<file path="src/design/aifs_pkg.sv">
// shared types and constants of the ascii integer field scanner
package aifs_pkg;

	// base codes
	localparam logic [1:0] BASE_AUTO = 2'd0;
	localparam logic [1:0] BASE_OCT  = 2'd1;
	localparam logic [1:0] BASE_DEC  = 2'd2;
	localparam logic [1:0] BASE_HEX  = 2'd3;

	// status codes
	localparam logic [1:0] ST_SCAN  = 2'd0;
	localparam logic [1:0] ST_OK    = 2'd1;
	localparam logic [1:0] ST_MATCH = 2'd2;
	localparam logic [1:0] ST_INPUT = 2'd3;

	// register indexes
	localparam logic [1:0] REG_BASE_MODE   = 2'd0;
	localparam logic [1:0] REG_SIGNED_MODE = 2'd1;
	localparam logic [1:0] REG_MAX_WIDTH   = 2'd2;

	// characters
	localparam logic [7:0] CH_SPACE = 8'h20;
	localparam logic [7:0] CH_TAB   = 8'h09;
	localparam logic [7:0] CH_CR    = 8'h0D;
	localparam logic [7:0] CH_0     = 8'h30;
	localparam logic [7:0] CH_1     = 8'h31;
	localparam logic [7:0] CH_8     = 8'h38;
	localparam logic [7:0] CH_9     = 8'h39;
	localparam logic [7:0] CH_LA    = 8'h61;
	localparam logic [7:0] CH_LF    = 8'h66;
	localparam logic [7:0] CH_UA    = 8'h41;
	localparam logic [7:0] CH_UF    = 8'h46;
	localparam logic [7:0] CH_LX    = 8'h78;
	localparam logic [7:0] CH_UX    = 8'h58;
	localparam logic [7:0] CH_PLUS  = 8'h2B;
	localparam logic [7:0] CH_MINUS = 8'h2D;
	localparam logic [7:0] LETTER_OFS = 8'h57;

	localparam int CHARS_W = 10;

	localparam logic [63:0] SAT_SPOS = 64'h7FFF_FFFF_FFFF_FFFF;
	localparam logic [63:0] SAT_SNEG = 64'h8000_0000_0000_0000;

	// field scan state
	typedef struct packed {
		logic        scan;
		logic        sign_ok;
		logic        have_sign;
		logic        no_digits;
		logic        no_zeros;
		logic        prefix_ok;
		logic [1:0]  base;
		logic [63:0] mag;
		logic        neg;
		logic        ovf;
		logic        last_x;
	} scan_state_t;

	// per-byte result before saturation
	typedef struct packed {
		logic                consumed;
		logic                done;
		logic [1:0]          status;
		logic [CHARS_W-1:0]  used;
		logic [63:0]         mag;
		logic                neg;
		logic                ovf;
		logic                smode;
	} pre_result_t;

endpackage

</file>
<file path="src/design/aifs_scan.sv">
// per-byte field scan: classifies the byte, updates flags and accumulates the digit
module aifs_scan import aifs_pkg::*; #(
	parameter int MAX_FIELD_CHARS = 512
) (
	input  scan_state_t                              st,
	input  logic [$clog2(MAX_FIELD_CHARS+1)-1:0]     cnt,
	input  logic [7:0]                               ch,
	input  logic                                     eoi,
	input  logic [1:0]                               base_mode,
	input  logic                                     signed_mode,
	input  logic [9:0]                               max_width,
	output scan_state_t                              st_n,
	output logic [$clog2(MAX_FIELD_CHARS+1)-1:0]     cnt_n,
	output pre_result_t                              res
);

	localparam int CW = $clog2(MAX_FIELD_CHARS+1);

	logic          blank;
	logic          is_zero, is_19, is_letter, is_sign, is_x;
	logic [7:0]    dig_wide;
	logic [3:0]    dig;
	logic [1:0]    cur_base;
	logic          cur_pfx;
	logic [1:0]    acc_base;
	logic [67:0]   m68, d68, acc;
	logic [CW-1:0] lim;
	logic          legal, add;

	// byte classes
	assign blank     = (ch == CH_SPACE) || (ch >= CH_TAB && ch <= CH_CR);
	assign is_zero   = (ch == CH_0);
	assign is_19     = (ch >= CH_1) && (ch <= CH_9);
	assign is_letter = (ch >= CH_LA && ch <= CH_LF) || (ch >= CH_UA && ch <= CH_UF);
	assign is_sign   = (ch == CH_PLUS) || (ch == CH_MINUS);
	assign is_x      = (ch == CH_LX) || (ch == CH_UX);

	// digit value
	assign dig_wide = is_letter ? ((ch | 8'h20) - LETTER_OFS) : (ch - CH_0);
	assign dig      = dig_wide[3:0];

	// base in force for this byte, latched at the first non-blank byte
	assign cur_base = st.scan ? st.base : base_mode;
	assign cur_pfx  = st.scan ? st.prefix_ok : (base_mode == BASE_HEX);
	assign acc_base = (cur_base == BASE_AUTO) ? (is_zero ? BASE_OCT : BASE_DEC) : cur_base;

	// multiply-by-base accumulate, extra top bits flag overflow
	assign m68 = {4'b0, st.mag};
	assign d68 = {64'b0, dig};
	always_comb begin
		case (acc_base)
			BASE_OCT: acc = (m68 << 3) + d68;
			BASE_HEX: acc = (m68 << 4) + d68;
			default:  acc = (m68 << 3) + (m68 << 1) + d68;
		endcase
	end

	// field width limit
	always_comb begin
		if (max_width == 10'd0 || 32'(max_width) > MAX_FIELD_CHARS) begin
			lim = CW'(MAX_FIELD_CHARS);
		end else begin
			lim = CW'(max_width);
		end
	end

	// next state and result
	always_comb begin
		st_n      = st;
		cnt_n     = cnt;
		legal     = 1'b0;
		add       = 1'b0;
		res       = '0;
		res.smode = signed_mode;
		if (!st.scan && blank) begin
			res.consumed = 1'b1;
			if (eoi) begin
				res.done   = 1'b1;
				res.status = ST_INPUT;
			end
		end else begin
			st_n.scan      = 1'b1;
			st_n.base      = cur_base;
			st_n.prefix_ok = cur_pfx;
			if (is_zero) begin
				if (cur_base == BASE_AUTO) begin
					st_n.base      = BASE_OCT;
					st_n.prefix_ok = 1'b1;
				end
				if (st.no_zeros) begin
					st_n.no_zeros = 1'b0;
				end else begin
					st_n.prefix_ok = 1'b0;
				end
				st_n.sign_ok   = 1'b0;
				st_n.no_digits = 1'b0;
				add            = 1'b1;
				legal          = 1'b1;
			end else if (is_19) begin
				if (cur_base == BASE_AUTO) begin
					st_n.base = BASE_DEC;
				end
				if (!(ch >= CH_8 && st_n.base == BASE_OCT)) begin
					st_n.sign_ok   = 1'b0;
					st_n.prefix_ok = 1'b0;
					st_n.no_digits = 1'b0;
					add            = 1'b1;
					legal          = 1'b1;
				end
			end else if (is_letter) begin
				if (cur_base == BASE_HEX) begin
					st_n.sign_ok   = 1'b0;
					st_n.prefix_ok = 1'b0;
					st_n.no_digits = 1'b0;
					add            = 1'b1;
					legal          = 1'b1;
				end
			end else if (is_sign) begin
				if (st.sign_ok) begin
					st_n.sign_ok   = 1'b0;
					st_n.have_sign = 1'b1;
					st_n.neg       = (ch == CH_MINUS);
					legal          = 1'b1;
				end
			end else if (is_x) begin
				if (cur_pfx && cnt == CW'(1) + CW'(st.have_sign)) begin
					st_n.base      = BASE_HEX;
					st_n.prefix_ok = 1'b0;
					legal          = 1'b1;
				end
			end

			// accumulate, or hold the magnitude and flag overflow
			if (add) begin
				if (acc[67:64] != 4'd0) begin
					st_n.ovf = 1'b1;
				end else begin
					st_n.mag = acc[63:0];
				end
			end

			if (legal) begin
				res.consumed = 1'b1;
				cnt_n        = cnt + CW'(1);
				st_n.last_x  = is_x;
				if (eoi || cnt_n >= lim) begin
					res.done = 1'b1;
				end
			end else begin
				res.done = 1'b1;
			end

			if (res.done) begin
				if (st_n.no_digits) begin
					res.status = ST_MATCH;
				end else begin
					res.status = ST_OK;
					res.used   = CHARS_W'(cnt_n - CW'(st_n.last_x));
					res.mag    = st_n.mag;
					res.neg    = st_n.neg;
					res.ovf    = st_n.ovf;
				end
			end
		end

		// rearm for the next field
		if (res.done) begin
			st_n.scan      = 1'b0;
			st_n.sign_ok   = 1'b1;
			st_n.have_sign = 1'b0;
			st_n.no_digits = 1'b1;
			st_n.no_zeros  = 1'b1;
			st_n.prefix_ok = (base_mode == BASE_HEX);
			st_n.base      = base_mode;
			st_n.mag       = '0;
			st_n.neg       = 1'b0;
			st_n.ovf       = 1'b0;
			st_n.last_x    = 1'b0;
			cnt_n          = '0;
		end
	end

endmodule

</file>
<file path="src/design/aifs_sat.sv">
// result conversion: strtoll or strtoull saturation and negation
module aifs_sat import aifs_pkg::*; (
	input  pre_result_t res,
	output logic [63:0] value
);

	logic [63:0] negated;

	assign negated = 64'd0 - res.mag;

	// saturate by signedness, zero unless a good field ends here
	always_comb begin
		value = '0;
		if (res.done && res.status == ST_OK) begin
			if (res.smode) begin
				if (res.neg) begin
					value = (res.ovf || res.mag > SAT_SNEG) ? SAT_SNEG : negated;
				end else begin
					value = (res.ovf || res.mag > SAT_SPOS) ? SAT_SPOS : res.mag;
				end
			end else if (res.ovf) begin
				value = '1;
			end else begin
				value = res.neg ? negated : res.mag;
			end
		end
	end

endmodule

</file>
<file path="src/design/ascii_integer_field_scanner.sv">
// Scans scanf-style integer fields from a byte stream, one request per clock. A byte
// request is taken every cycle while the result side keeps up; its result passes through
// the input register, then the scan register, then the result register. The rate is set
// by the field state loop: flags and the 64-bit multiply-by-base accumulate are updated
// combinationally from one byte and registered together. A result with consumed low asks
// the source to present the same byte again. Configuration registers at 0x0 (base_mode),
// 0x4 (signed_mode) and 0x8 (max_width) are to be written by the user only while no request
// is in flight; the block itself does not enforce it.
module ascii_integer_field_scanner import aifs_pkg::*; #(
	parameter int MAX_FIELD_CHARS = 512
) (
	input  logic        clk,
	input  logic        arst_n,
	// configuration
	input  logic        psel,
	input  logic        penable,
	input  logic        pwrite,
	input  logic [3:0]  paddr,
	input  logic [31:0] pwdata,
	output logic [31:0] prdata,
	output logic        pready,
	// byte requests
	input  logic        byte_valid,
	output logic        byte_stall,
	input  logic [7:0]  ch,
	input  logic        end_of_input,
	// results
	output logic        result_valid,
	input  logic        result_stall,
	output logic        consumed,
	output logic        field_done,
	output logic [1:0]  status,
	output logic [63:0] value,
	output logic [9:0]  chars_used
);

	localparam int CW = $clog2(MAX_FIELD_CHARS+1);

	// field state after reset: whitespace skipping in decimal
	localparam scan_state_t FIELD_RESET = '{
		scan:      1'b0,
		sign_ok:   1'b1,
		have_sign: 1'b0,
		no_digits: 1'b1,
		no_zeros:  1'b1,
		prefix_ok: 1'b0,
		base:      BASE_DEC,
		mag:       64'd0,
		neg:       1'b0,
		ovf:       1'b0,
		last_x:    1'b0
	};

	logic [1:0]  base_mode_q;
	logic        signed_mode_q;
	logic [9:0]  max_width_q;

	logic        adv;
	logic        valid_s1, valid_s2, result_valid_q;
	logic [7:0]  ch_s1;
	logic        eoi_s1;
	pre_result_t res_s1, res_s2;
	logic [63:0] value_s2;

	scan_state_t   st_q, st_n;
	logic [CW-1:0] cnt_q, cnt_n;

	logic        consumed_q, field_done_q;
	logic [1:0]  status_q;
	logic [63:0] value_q;
	logic [9:0]  chars_used_q;

	// configuration registers
	assign pready = 1'b1;
	always_ff @(posedge clk or negedge arst_n) begin
		if (!arst_n) begin
			base_mode_q   <= BASE_DEC;
			signed_mode_q <= 1'b1;
			max_width_q   <= '0;
		end else if (psel && penable && pwrite && pready) begin
			case (paddr[3:2])
				REG_BASE_MODE:   base_mode_q   <= pwdata[1:0];
				REG_SIGNED_MODE: signed_mode_q <= pwdata[0];
				REG_MAX_WIDTH:   max_width_q   <= pwdata[9:0];
				default:         ;
			endcase
		end
	end

	// register readback
	always_comb begin
		case (paddr[3:2])
			REG_BASE_MODE:   prdata = {30'b0, base_mode_q};
			REG_SIGNED_MODE: prdata = {31'b0, signed_mode_q};
			REG_MAX_WIDTH:   prdata = {22'b0, max_width_q};
			default:         prdata = '0;
		endcase
	end

	// pipeline moves whenever the result register is free or being taken
	assign adv        = !result_valid_q || !result_stall;
	assign byte_stall = !adv;

	always_ff @(posedge clk or negedge arst_n) begin
		if (!arst_n) begin
			valid_s1       <= 1'b0;
			valid_s2       <= 1'b0;
			result_valid_q <= 1'b0;
		end else if (adv) begin
			valid_s1       <= byte_valid;
			valid_s2       <= valid_s1;
			result_valid_q <= valid_s2;
		end
	end

	// byte scan
	aifs_scan #(
		.MAX_FIELD_CHARS(MAX_FIELD_CHARS)
	) u_scan (
		.st         (st_q),
		.cnt        (cnt_q),
		.ch         (ch_s1),
		.eoi        (eoi_s1),
		.base_mode  (base_mode_q),
		.signed_mode(signed_mode_q),
		.max_width  (max_width_q),
		.st_n       (st_n),
		.cnt_n      (cnt_n),
		.res        (res_s1)
	);

	// field state, updated once per scanned byte
	always_ff @(posedge clk or negedge arst_n) begin
		if (!arst_n) begin
			st_q  <= FIELD_RESET;
			cnt_q <= '0;
		end else if (adv && valid_s1) begin
			st_q  <= st_n;
			cnt_q <= cnt_n;
		end
	end

	// saturation stage
	aifs_sat u_sat (
		.res  (res_s2),
		.value(value_s2)
	);

	// payload registers
	always_ff @(posedge clk) begin
		if (adv) begin
			ch_s1        <= ch;
			eoi_s1       <= end_of_input;
			res_s2       <= res_s1;
			consumed_q   <= res_s2.consumed;
			field_done_q <= res_s2.done;
			status_q     <= res_s2.status;
			value_q      <= value_s2;
			chars_used_q <= res_s2.used;
		end
	end

	assign result_valid = result_valid_q;
	assign consumed     = consumed_q;
	assign field_done   = field_done_q;
	assign status       = status_q;
	assign value        = value_q;
	assign chars_used   = chars_used_q;

	// an unfinished field reports scanning
	a_scan_status: assert property (@(posedge clk) disable iff (!arst_n)
		result_valid_q && !field_done_q |-> status_q == ST_SCAN)
		else $error("unfinished field with final status");

	// a byte handed back always ends its field
	a_giveback_done: assert property (@(posedge clk) disable iff (!arst_n)
		result_valid_q && !consumed_q |-> field_done_q && status_q != ST_INPUT)
		else $error("byte handed back without field end");

	// a finished field rearms into whitespace skipping
	a_rearm: assert property (@(posedge clk) disable iff (!arst_n)
		adv && valid_s1 && res_s1.done |=> !st_q.scan && cnt_q == '0)
		else $error("field state not rearmed");

	// character count stays within the field limit
	a_count_limit: assert property (@(posedge clk) disable iff (!arst_n)
		32'(cnt_q) < MAX_FIELD_CHARS)
		else $error("field count past limit");

endmodule
</file>
<file path="config.mk">
export PLATFORM = sky130hd
export DESIGN_NAME = ascii_integer_field_scanner
export DESIGN_NICKNAME = d
export VERILOG_FILES = /design/src/design/aifs_pkg.sv /design/src/design/aifs_scan.sv /design/src/design/aifs_sat.sv /design/src/design/ascii_integer_field_scanner.sv
export SDC_FILE = /design/constraint.sdc
export NUM_CORES = 1
export LEC_CHECK = 0
export ABC_CLOCK_PERIOD_IN_PS = 9950
export BUFFER_PORTS_ARGS = -buffer_cell sky130_fd_sc_hd__buf_2
export CAP_MARGIN = 20
export CORE_MARGIN = 3
export CORE_UTILIZATION = 45
export DETAILED_ROUTE_END_ITERATION = 16
export PLACE_DENSITY = 0.61
export SYNTH_ARGS = -nofsm -noshare
export SYNTH_HDL_FRONTEND = slang
export SYNTH_SLANG_ARGS = --single-unit
</file>
<file path="constraint.sdc">
create_clock -name clk -period 9.95 [get_ports clk]
set_clock_uncertainty 0.2 [all_clocks]
set_input_delay 0.4975 -clock clk [delete_from_list [all_inputs] [get_ports clk]]
set_output_delay 0.4975 -clock clk [all_outputs]
set_load 0.03 [all_outputs]
</file>
==> reports/metrics.cfg, run 1 <==
[detailed_routing]
post-route-drc-count = 0
wire_per_inst_um = 20.9
dr.pass1.iters = 5
detail_route.iter0.violations = 1948
drt-total-wl_mm = 64.1
route.vias.total = 19000
via_per_inst = 6.20
ant_nets = 0

[critical_path]
worstSetupPathType = flop to flop
critPathMaxStageDelay_ns = 0.83
cp_slowest_cell = o21ai_4
cp.required_ns = 10.03
crit_chain = inv_1 -> ha_1 -> or4b_1 -> and3_1 -> o21ai_0 -> ha_1 -> ha_1 -> inv_1 -> fa_1 -> nand2b_1 -> a21oi_1 -> o2111ai_1 -> a211oi_1 -> o2111ai_1 -> and4b_1 -> o32ai_1 -> a221oi_4 -> o21ai_4 -> buf_4 -> mux2i_1
cp_top_family = compound AO/OA/AOI/OAI gates
cp_max_fo = 26
crit_top_cell = ha_1
critPathArrivalTime_ns = 7.83
start_kind = flop
crit_path_end_kind = flop
crit_buf_inv = 3

[floorplan]
die_area_sq_mm = 0.0499
ioPinCount = 165
die_w_um = 223
coreArea_sq_mm = 0.0467
start_util_pct = 45.6
std_cell_rows = 79
die_h_um = 223

[clock_network]
tritoncts = done
clock-sinks = 269
clk_path_buf_depth = 3
cts_made_buffers = 27
post_cts_resized = 0
clk_latency_ns = 0.55
htree_levels = 1
root_buffer = clkbuf_16
clk_pin_slew_ns = 0.06

[finish]
nets = 2637
antenna_cells = 0
area_growth_pct = 9.65
layout_common_cells = nand2_1, nor2_1, a21oi_1, edfxtp_1, ha_1
drive_gt1_share_pct = 10.7
final_common_cell = nand2_1

[logic_synthesis]
synthDistinctLibCells = 94
synth_seq_cells = 269
synth.avg_cell_area_sq_um = 8.90
ys_seq_area_share_pct = 35.6
async_flop_share_pct = 37.5
synth_edf_count = 168
synth-main-ff-cell = edfxtp_1
synth_area_sq_mm = 0.0213
yosysWarnings = 0
synth_cells = 2390

[global_routing]
grt_max_degree = 70
track_usage_pct = 24.8
grt_pass1_vias = 17700
grt_overflow = 0
antenna_found_initial = 0
grt_pass1_wl_mm = 101

[timing]
setup_viol = 0
finalCritPeriodShare_pct = 77.9
tightest_slew_ns = 1.03
period_needed_ns = 7.75
slew_viol_final = 0
rsz0062_at_grt = false
slew_headroom_pct = 31.3
max_freq_ghz = 0.129
hold_violations = 0
hold_ws_ns = 0.0349
fin_tns_setup_ns = 0

[placed_design]
hpwlAfterDp_mm = 48.0
gp_congestion = 0.909
port_buffers = 117

[run]
drv_cap = 0

[power_and_ir_drop]
powerDensity_mw_per_mm2 = 155
max-vdd-ir-drop_mv = 0.123
power.leakage_nw = 10.0

[min_path]
worstHoldPathType = input port to flop

[run_status]
status = finished, final reports clean

-- worst paths after layout --
check,startpoint,end,slack [ns],cells after the start
hold / removal,pwdata[0],signed_mode_q,0.03,2
max in group asynchronous,arst_n,st_q[9],7.97,3
setup reg to reg,ch_s1[0],res_s2[4],2.20,20
hold reg to reg,res_s2[73],chars_used[6],0.22,0
setup / recovery,ch_s1[0],res_s2[4],2.20,20
min in group asynchronous,arst_n,result_valid,0.28,2
-- sequential cells by signal, summed over array words and instances, names as in the netlist --
| signal | flops |
|---|---|
| result_valid | 1 |
| res_s2 | 81 |
| base_mode_q | 2 |
| valid_s1 | 1 |
| signed_mode_q | 1 |
| field_done | 1 |
| value | 64 |
| eoi_s1 | 1 |
| st_q | 75 |
| consumed | 1 |
| max_width_q | 10 |
| cnt_q | 10 |
| chars_used | 10 |
| ch_s1 | 8 |
| valid_s2 | 1 |
| status | 2 |
-- through the flow --
step | total power [mW] | cells | setup WS, ns | utilization (%) | area (sq um)
4_1_cts | 3.62 | 3065 | 2.34 | 50.0 | 23300
5_1_grt | 3.78 | 3065 | 1.84 | 50.0 | 23300
6_report | 3.62 | 3065 | 2.20 | 50.0 | 23300
3_5_place_dp | 2.59 | 2995 | 2.36 | 47.7 | 22200
3_3_place_gp | 2.57 | 2994 | 2.49 | 47.6 | 22200
2_1_floorplan | 2.26 | 2411 | 3.92 | - | 21300
-- logic make-up (layout without fill, tap and decap cells) --
logic type      after synthesis  after routing  share of synthesized area (%)
compound gates              688            688                           22.0
xor+xnor                    128            128                           5.27
fa+ha+maj                   148            148                           8.74
buf+inv                     216            263                           4.53
flops                       269            269                           35.6
mux                          91             91                           4.41
other cells                   2             23                         0.0353
simple gates                848            848                           19.4
-- cells in the mapped netlist, types with 51 or more instances --
cell / instances / area [sq um]
ha_1: 147 / 1840
nand2_1: 253 / 950
nor3_1: 56 / 280
xnor2_1: 77 / 674
xor2_1: 51 / 447
mux2i_1: 69 / 691
nand3_1: 61 / 305
clkbuf_1: 116 / 435
dfrtp_1: 95 / 2380
o21ai_0: 107 / 536
edfxtp_1: 168 / 5040
a21oi_1: 174 / 871
nor2_1: 225 / 845
-- where the power goes --
part	internal (mW)	total (mW)	switching, mW
Combinational	0.319	1.10	0.783
Sequential	1.37	1.49	0.124
Clock	0.580	1.02	0.444
Total	2.27	3.62	1.35
-- area by class of cell --
cell class              count  area (sq um)
repair buffers            171          1050
inverters                  42           158
multi-input cells        1926         12900
fillers                  4389         23300
well taps                 607           759
clock inverters            20           194
flip-flops and latches    269          7580
clock buffers              30           687
-- metal layers --
metal / track usage, % / part of all wire, %
met5: 0 / 0
met2: 38.3 / 44
met3: 2.50 / 6.5
met1: 37.7 / 48
met4: 5.51 / 1.8
-- timing repair --
| item | CTS | global route |
|---|---|---|
| hold buffers | 20 | 0 |
| endpoints found under the hold margin | 55 | 0 |
| buffers inserted | 0 | 0 |
(Power assumes the default switching activity.)
==> run 2, diff against run 1 <==
- ABC_CLOCK_PERIOD_IN_PS: 9950 -> 7300
- clock period: 9.95 -> 7.3 ns (I/O delays scaled with it)
==> run 2 against run 1 <==
Against the previous run:
- first-iteration DRC count shrank 7.8%
- wire length fell by 1.5%
- global-route usage fell by 0.41 points
- non-clock buffer count is 6 higher
- count of clock-buffer cells in the layout down 4
- flip-flop and latch count is the same
- register-to-register slack got worse by 1.7 ns
- fmax is 13% higher
- via count is 0.34% higher
- die area unchanged
- largest cell class unchanged
- highest routed layer unchanged
==> reports/metrics.cfg, run 2 (synthesized netlist as in run 1, its figures left out) <==
[timing]
max_freq_ghz = 0.146  ; +13%
slew_headroom_pct = 37.1  ; +5.8 points
slew_viol_final = 0  ; unchanged
hold_ws_ns = 0.0798  ; +0.0450 ns
setup_viol = 0  ; unchanged
fin_tns_setup_ns = 0  ; unchanged
tightest_slew_ns = 0.944  ; -0.0828 ns
rsz0062_at_grt = false
finalCritPeriodShare_pct = 93.6  ; +16 points
hold_violations = 0  ; unchanged
period_needed_ns = 6.84  ; -0.917 ns

[floorplan]
std_cell_rows = 79  ; unchanged
start_util_pct = 45.6  ; unchanged
die_h_um = 223  ; unchanged
coreArea_sq_mm = 0.0467  ; unchanged
ioPinCount = 165  ; unchanged
die_w_um = 223  ; unchanged
die_area_sq_mm = 0.0499  ; unchanged

[global_routing]
grt_max_degree = 71  ; +1.4%
antenna_found_initial = 0  ; unchanged
busiest_layer = met1
use_met3_pct = 1.78  ; -0.72 points
groute.layer.met2.usage_pct = 36.6  ; -1.7 points
grt_pass1_vias = 17300  ; -2.3%
grt_pass1_wl_mm = 98.9  ; -1.9%
use_met1_pct = 38.3  ; +0.55 points
grt_overflow = 0  ; unchanged
track_usage_pct = 24.4  ; -0.41 points

[power_and_ir_drop]
power.total_mw = 5.00  ; +38%
max-vdd-ir-drop_mv = 0.157  ; +28%
powerDensity_mw_per_mm2 = 213  ; +38%
power.leakage_nw = 10.0  ; +0.49%

[clock_network]
clk_latency_ns = 0.57  ; +0.02 ns
tritoncts = done
clk_path_buf_depth = 3  ; unchanged
cts_made_buffers = 26  ; -3.7%
cts_setup_buffers = 0  ; unchanged
htree_levels = 1  ; unchanged
clk_pin_slew_ns = 0.08  ; +0.02 ns
clock-sinks = 269  ; unchanged
root_buffer = clkbuf_16

[critical_path]
start_kind = flop
crit_chain = inv_1 -> ha_1 -> or4b_1 -> and3_1 -> o21ai_0 -> buf_4 -> ha_1 -> ha_1 -> inv_1 -> fa_1 -> nand2b_1 -> a21oi_1 -> o2111ai_1 -> a211oi_1 -> o2111ai_1 -> and4b_1 -> o32ai_1 -> a221oi_4 -> o21ai_4 -> buf_12 -> mux2i_1
cp_top_family = compound AO/OA/AOI/OAI gates
worstSetupPathType = flop to flop
crit_path_end_kind = flop
rr_startpoint = ch_s1[0]
cp.required_ns = 7.49  ; -2.54 ns
crit_top_cell = ha_1
cp_slowest_cell = o32ai_1
timing.critical_path.from = ch_s1[0]
critPathArrivalTime_ns = 7.02  ; -0.81 ns
cp_max_fo = 38  ; +46%
critPathMaxStageDelay_ns = 0.56  ; -0.27 ns
crit_buf_inv = 4  ; +1

[finish]
top_register = res_s2
antenna_cells = 0  ; unchanged
area_growth_pct = 10.2
final_common_cell = nand2_1
drive_gt1_share_pct = 10.9  ; +0.19 points
largest_register_ffs = 81  ; unchanged
nets = 2642  ; +0.19%
stdcell_count = 3069  ; +0.13%
layout_common_cells = nand2_1, nor2_1, a21oi_1, edfxtp_1, ha_1

[detailed_routing]
detail_route.iter0.violations = 1797  ; -7.8%
post-route-drc-count = 0  ; unchanged
dr.pass1.iters = 7  ; +2
via_per_inst = 6.21  ; +0.21%
drt-total-wl_mm = 63.1  ; -1.5%
ant_nets = 0  ; unchanged
route.vias.total = 19100  ; +0.34%
wire_per_inst_um = 20.6  ; -1.6%

[min_path]
worstHoldPathType = input port to asynchronous set/reset pin

[run_status]
status = finished, final reports clean

[placed_design]
gp_congestion = 0.914  ; +0.52%
place_inst = 2997  ; +0.067%
hpwlAfterDp_mm = 47.6  ; -0.89%
port_buffers = 117  ; unchanged

[run]
drv_cap = 0  ; unchanged

==> run 2: per-layer routing <==
layer,vias up,routed length (um),share of wire [%]
met4,0,1220,1.9
met2,695,27100,43
li1,9048,-,-
met1,9236,30800,49
met5,-,0,0
met3,80,3990,6.3
==> run 2: power by group <==
part / internal, mW / total [mW] / switching [mW]
clock network: 0.843 / 1.47 / 0.625
logic: 0.438 / 1.51 / 1.07
registers: 1.86 / 2.02 / 0.160
==> run 2: layout make-up <==
type | instances | area [sq um]
fillers | 4312 | 23200
multi-input cells | 1926 | 12900
flip-flops and latches | 269 | 7580
repair buffers | 177 | 1110
well taps | 607 | 759
clock buffers | 26 | 651
clock inverters | 22 | 279
inverters | 42 | 158
==> run 2: timing repair <==
item	in CTS	in global routing
endpoints found under the hold margin	54	0
hold buffers	23	0
resized for setup	0	0
==> run 2: per-stage QoR <==
step | utilization [%] | worst slack (ns) | instance area [sq um]
finish | 50.2 | 0.464 | 23400
global route | 50.2 | 0.139 | 23400
CTS | 50.2 | 0.534 | 23400
detailed placement | 47.7 | 0.611 | 22300
global placement | 47.7 | 0.767 | 22300
floorplan | - | 1.27 | 21300
==> run 2: path summary, 6_finish.rpt <==
check                                 to  slack, ns  depth (start not counted)
setup / recovery              res_s2[16]       0.46                         21
setup reg to reg              res_s2[16]       0.46                         21
hold / removal                  valid_s2       0.08                          2
hold reg to reg            chars_used[1]       0.22                          0
max in group asynchronous       st_q[22]       5.49                          3
min in group clk           signed_mode_q       0.08                          5
==> run 3, diff against run 2 <==
- CORE_UTILIZATION: 45 -> 62
- MAX_ROUTING_LAYER: default -> met4
- PLACE_DENSITY: 0.61 -> 0.8
- SKIP_CTS_REPAIR_TIMING: default -> 1
==> run 3 against run 2 <==
Against the previous run:
- wire length fell by 0.99%
- sequential power barely moved
- final cell count fell by 5.4%
- fmax fell by 1.3%
- die area fell by 27%
- via count rose by 2.8%
- combinational power barely moved
- worst setup slack got worse by 0.093 ns
- worst hold slack got worse by 0.068 ns
- final area fell by 1.5%
- core utilization rose by 18 points
- largest cell class unchanged
- largest power group unchanged
- highest routed layer unchanged
==> reports/metrics.cfg, run 3 (synthesized netlist as in run 1, its figures left out) <==
[run_status]
status = finished, final reports clean

[power_and_ir_drop]
pwr-share-clk_pct = 27.3  ; -2.1 points
power.leakage_nw = 9.96  ; -0.84%
powerDensity_mw_per_mm2 = 212  ; -0.89%
power.switching_mw = 1.84  ; -0.96%
pwr-share-seq_pct = 41.8  ; +1.3 points
p_comb_share_pct = 30.9  ; +0.7 points
p_int_mw = 3.04  ; -3.2%
power.total_mw = 4.88  ; -2.4%
max-vdd-ir-drop_mv = 0.241  ; +53%
swShare_pct = 37.7  ; +0.53 points

[clock_network]
clock-sinks = 269  ; unchanged
clk_pin_slew_ns = 0.07  ; about the same
root_buffer = clkbuf_16
cts_made_buffers = 25  ; -3.8%
clk_latency_ns = 0.56  ; about the same
clk_path_buf_depth = 3  ; unchanged
tritoncts = done
htree_levels = 1  ; unchanged

[timing]
period_needed_ns = 6.93  ; +0.0929 ns
rsz0062_at_grt = false
hold_ws_ns = 0.0120  ; -0.0678 ns
fin_tns_setup_ns = 0  ; unchanged
finalCritPeriodShare_pct = 94.9  ; +1.3 points
setup_viol = 0  ; unchanged
hold_violations = 0  ; unchanged
slew_headroom_pct = 32.4  ; -4.7 points
slew_viol_final = 0  ; unchanged
tightest_slew_ns = 1.01  ; +0.0675 ns
max_freq_ghz = 0.144  ; -1.3%

[placed_design]
gp_congestion = 0.978  ; +7.0%
hpwlAfterDp_mm = 45.9  ; -3.4%
port_buffers = 117  ; unchanged

[finish]
nets = 2634  ; -0.30%
layout_common_cells = nand2_1, nor2_1, a21oi_1, edfxtp_1, ha_1
top_register = res_s2
largest_register_ffs = 81  ; unchanged
drive_gt1_share_pct = 10.6  ; -0.33 points
area_growth_pct = 8.53
final_common_cell = nand2_1
fillerInstances = 2657  ; -38%

[floorplan]
die_h_um = 191  ; -14%
std_cell_rows = 67  ; -15%
ioPinCount = 165  ; unchanged
die_area_sq_mm = 0.0366  ; -27%
die_w_um = 191  ; -14%
coreArea_sq_mm = 0.0337  ; -28%
start_util_pct = 63.1  ; +18 points

[global_routing]
track_usage_pct = 34.1  ; +9.7 points
antenna_found_initial = 0  ; unchanged
grt_overflow = 0  ; unchanged
grt_pass1_wl_mm = 97.5  ; -1.4%
grt_pass1_vias = 17900  ; +3.4%
grt_max_degree = 71  ; unchanged

[min_path]
worstHoldPathType = input port to flop

[detailed_routing]
drt-total-wl_mm = 62.5  ; -0.99%
dr.pass1.iters = 6  ; -1
ant_nets = 0  ; unchanged
via_per_inst = 6.75  ; +8.7%
detail_route.iter0.violations = 2268  ; +26%
post-route-drc-count = 0  ; unchanged
route.vias.total = 19600  ; +2.8%
wire_per_inst_um = 21.5  ; +4.7%

[critical_path]
cp.required_ns = 7.48  ; about the same
cp_max_fo = 46  ; +21%
start_kind = flop
worstSetupPathType = flop to flop
critPathArrivalTime_ns = 7.11  ; +0.09 ns
crit_path_end_kind = flop

[run]
drv_cap = 0  ; unchanged

==> run 3: cell types whose count changed in the layout (fill, tap and decap cells not counted), moves of 2 or more <==
cell / previous run / this run
clkbuf_1: 0 / 4
bufinv_16: 5 / 3
dlygate4sd3_1: 23 / 21
buf_4: 37 / 29
inv_8: 2 / 0
==> run 3: final timing paths <==
kind	startpoint	end	slack (ns)	cells past startpoint
min	paddr[2]	signed_mode_q	0.01	3
min reg2reg	res_s2[74]	chars_used[7]	0.22	0
min in group asynchronous	arst_n	cnt_q[7]	0.18	2
max reg2reg	ch_s1[0]	res_s2[38]	0.37	20
max in group asynchronous	arst_n	st_q[24]	5.51	3
max	ch_s1[0]	res_s2[38]	0.37	20
==> run 3: power by group through the flow <==
| stage | combinational (mW) | sequential (mW) | clock, mW |
|---|---|---|---|
| floorplan | 0.886 | 2.19 | 0 |
| global placement | 1.42 | 2.05 | 0 |
| detailed placement | 1.45 | 2.06 | 0 |
| CTS | 1.46 | 2.03 | 1.34 |
| global route | 1.62 | 2.06 | 1.41 |
| finish | 1.51 | 2.04 | 1.33 |
==> run 3: layout make-up <==
class / instances / area, sq um / area share (%)
Sequential cell: 269 / 7580 / 32.8
Clock buffer: 29 / 641 / 2.78
Clock inverter: 17 / 181 / 0.786
Antenna cell: 1 / 2.50 / 0.0108
Inverter: 42 / 158 / 0.683
Multi-Input combinational cell: 1926 / 12900 / 55.9
Timing Repair Buffer: 170 / 1060 / 4.59
Tap cell: 448 / 561 / 2.43
==> run 3: per-stage QoR <==
step	instance area [sq um]	util, %	std cells	setup WS, ns
floorplan	21300	-	2411	1.27
global placement	22000	65.3	2831	0.636
detailed placement	22000	65.3	2831	0.441
CTS	22800	67.7	2877	0.383
global route	23100	68.5	2901	0.109
finish	23100	68.5	2902	0.371
==> run 3: worst max-delay path, stage by stage (launching register included) <==
cell	delay, ns
edfxtp_1	0.47
inv_1	0.09
ha_1	0.25
or4b_1	0.50
and3_1	0.25
o21ai_0	0.44
ha_1	0.25
ha_1	0.19
inv_1	0.06
fa_1	0.39
nand2b_1	0.20
a21oi_1	0.34
o2111ai_1	0.29
a211oi_2	0.40
o2111ai_1	0.31
and4b_1	0.32
o32ai_1	0.55
a221oi_4	0.14
o21ai_4	0.44
buf_12	0.36
mux2i_1	0.29
==> run 3: routing by layer <==
layer  global-route usage (%)  routed length (um)
met5                        -                   0
met3                     4.29                6880
met4                     10.4                1900
met2                     50.1               27200
met1                     49.4               26500
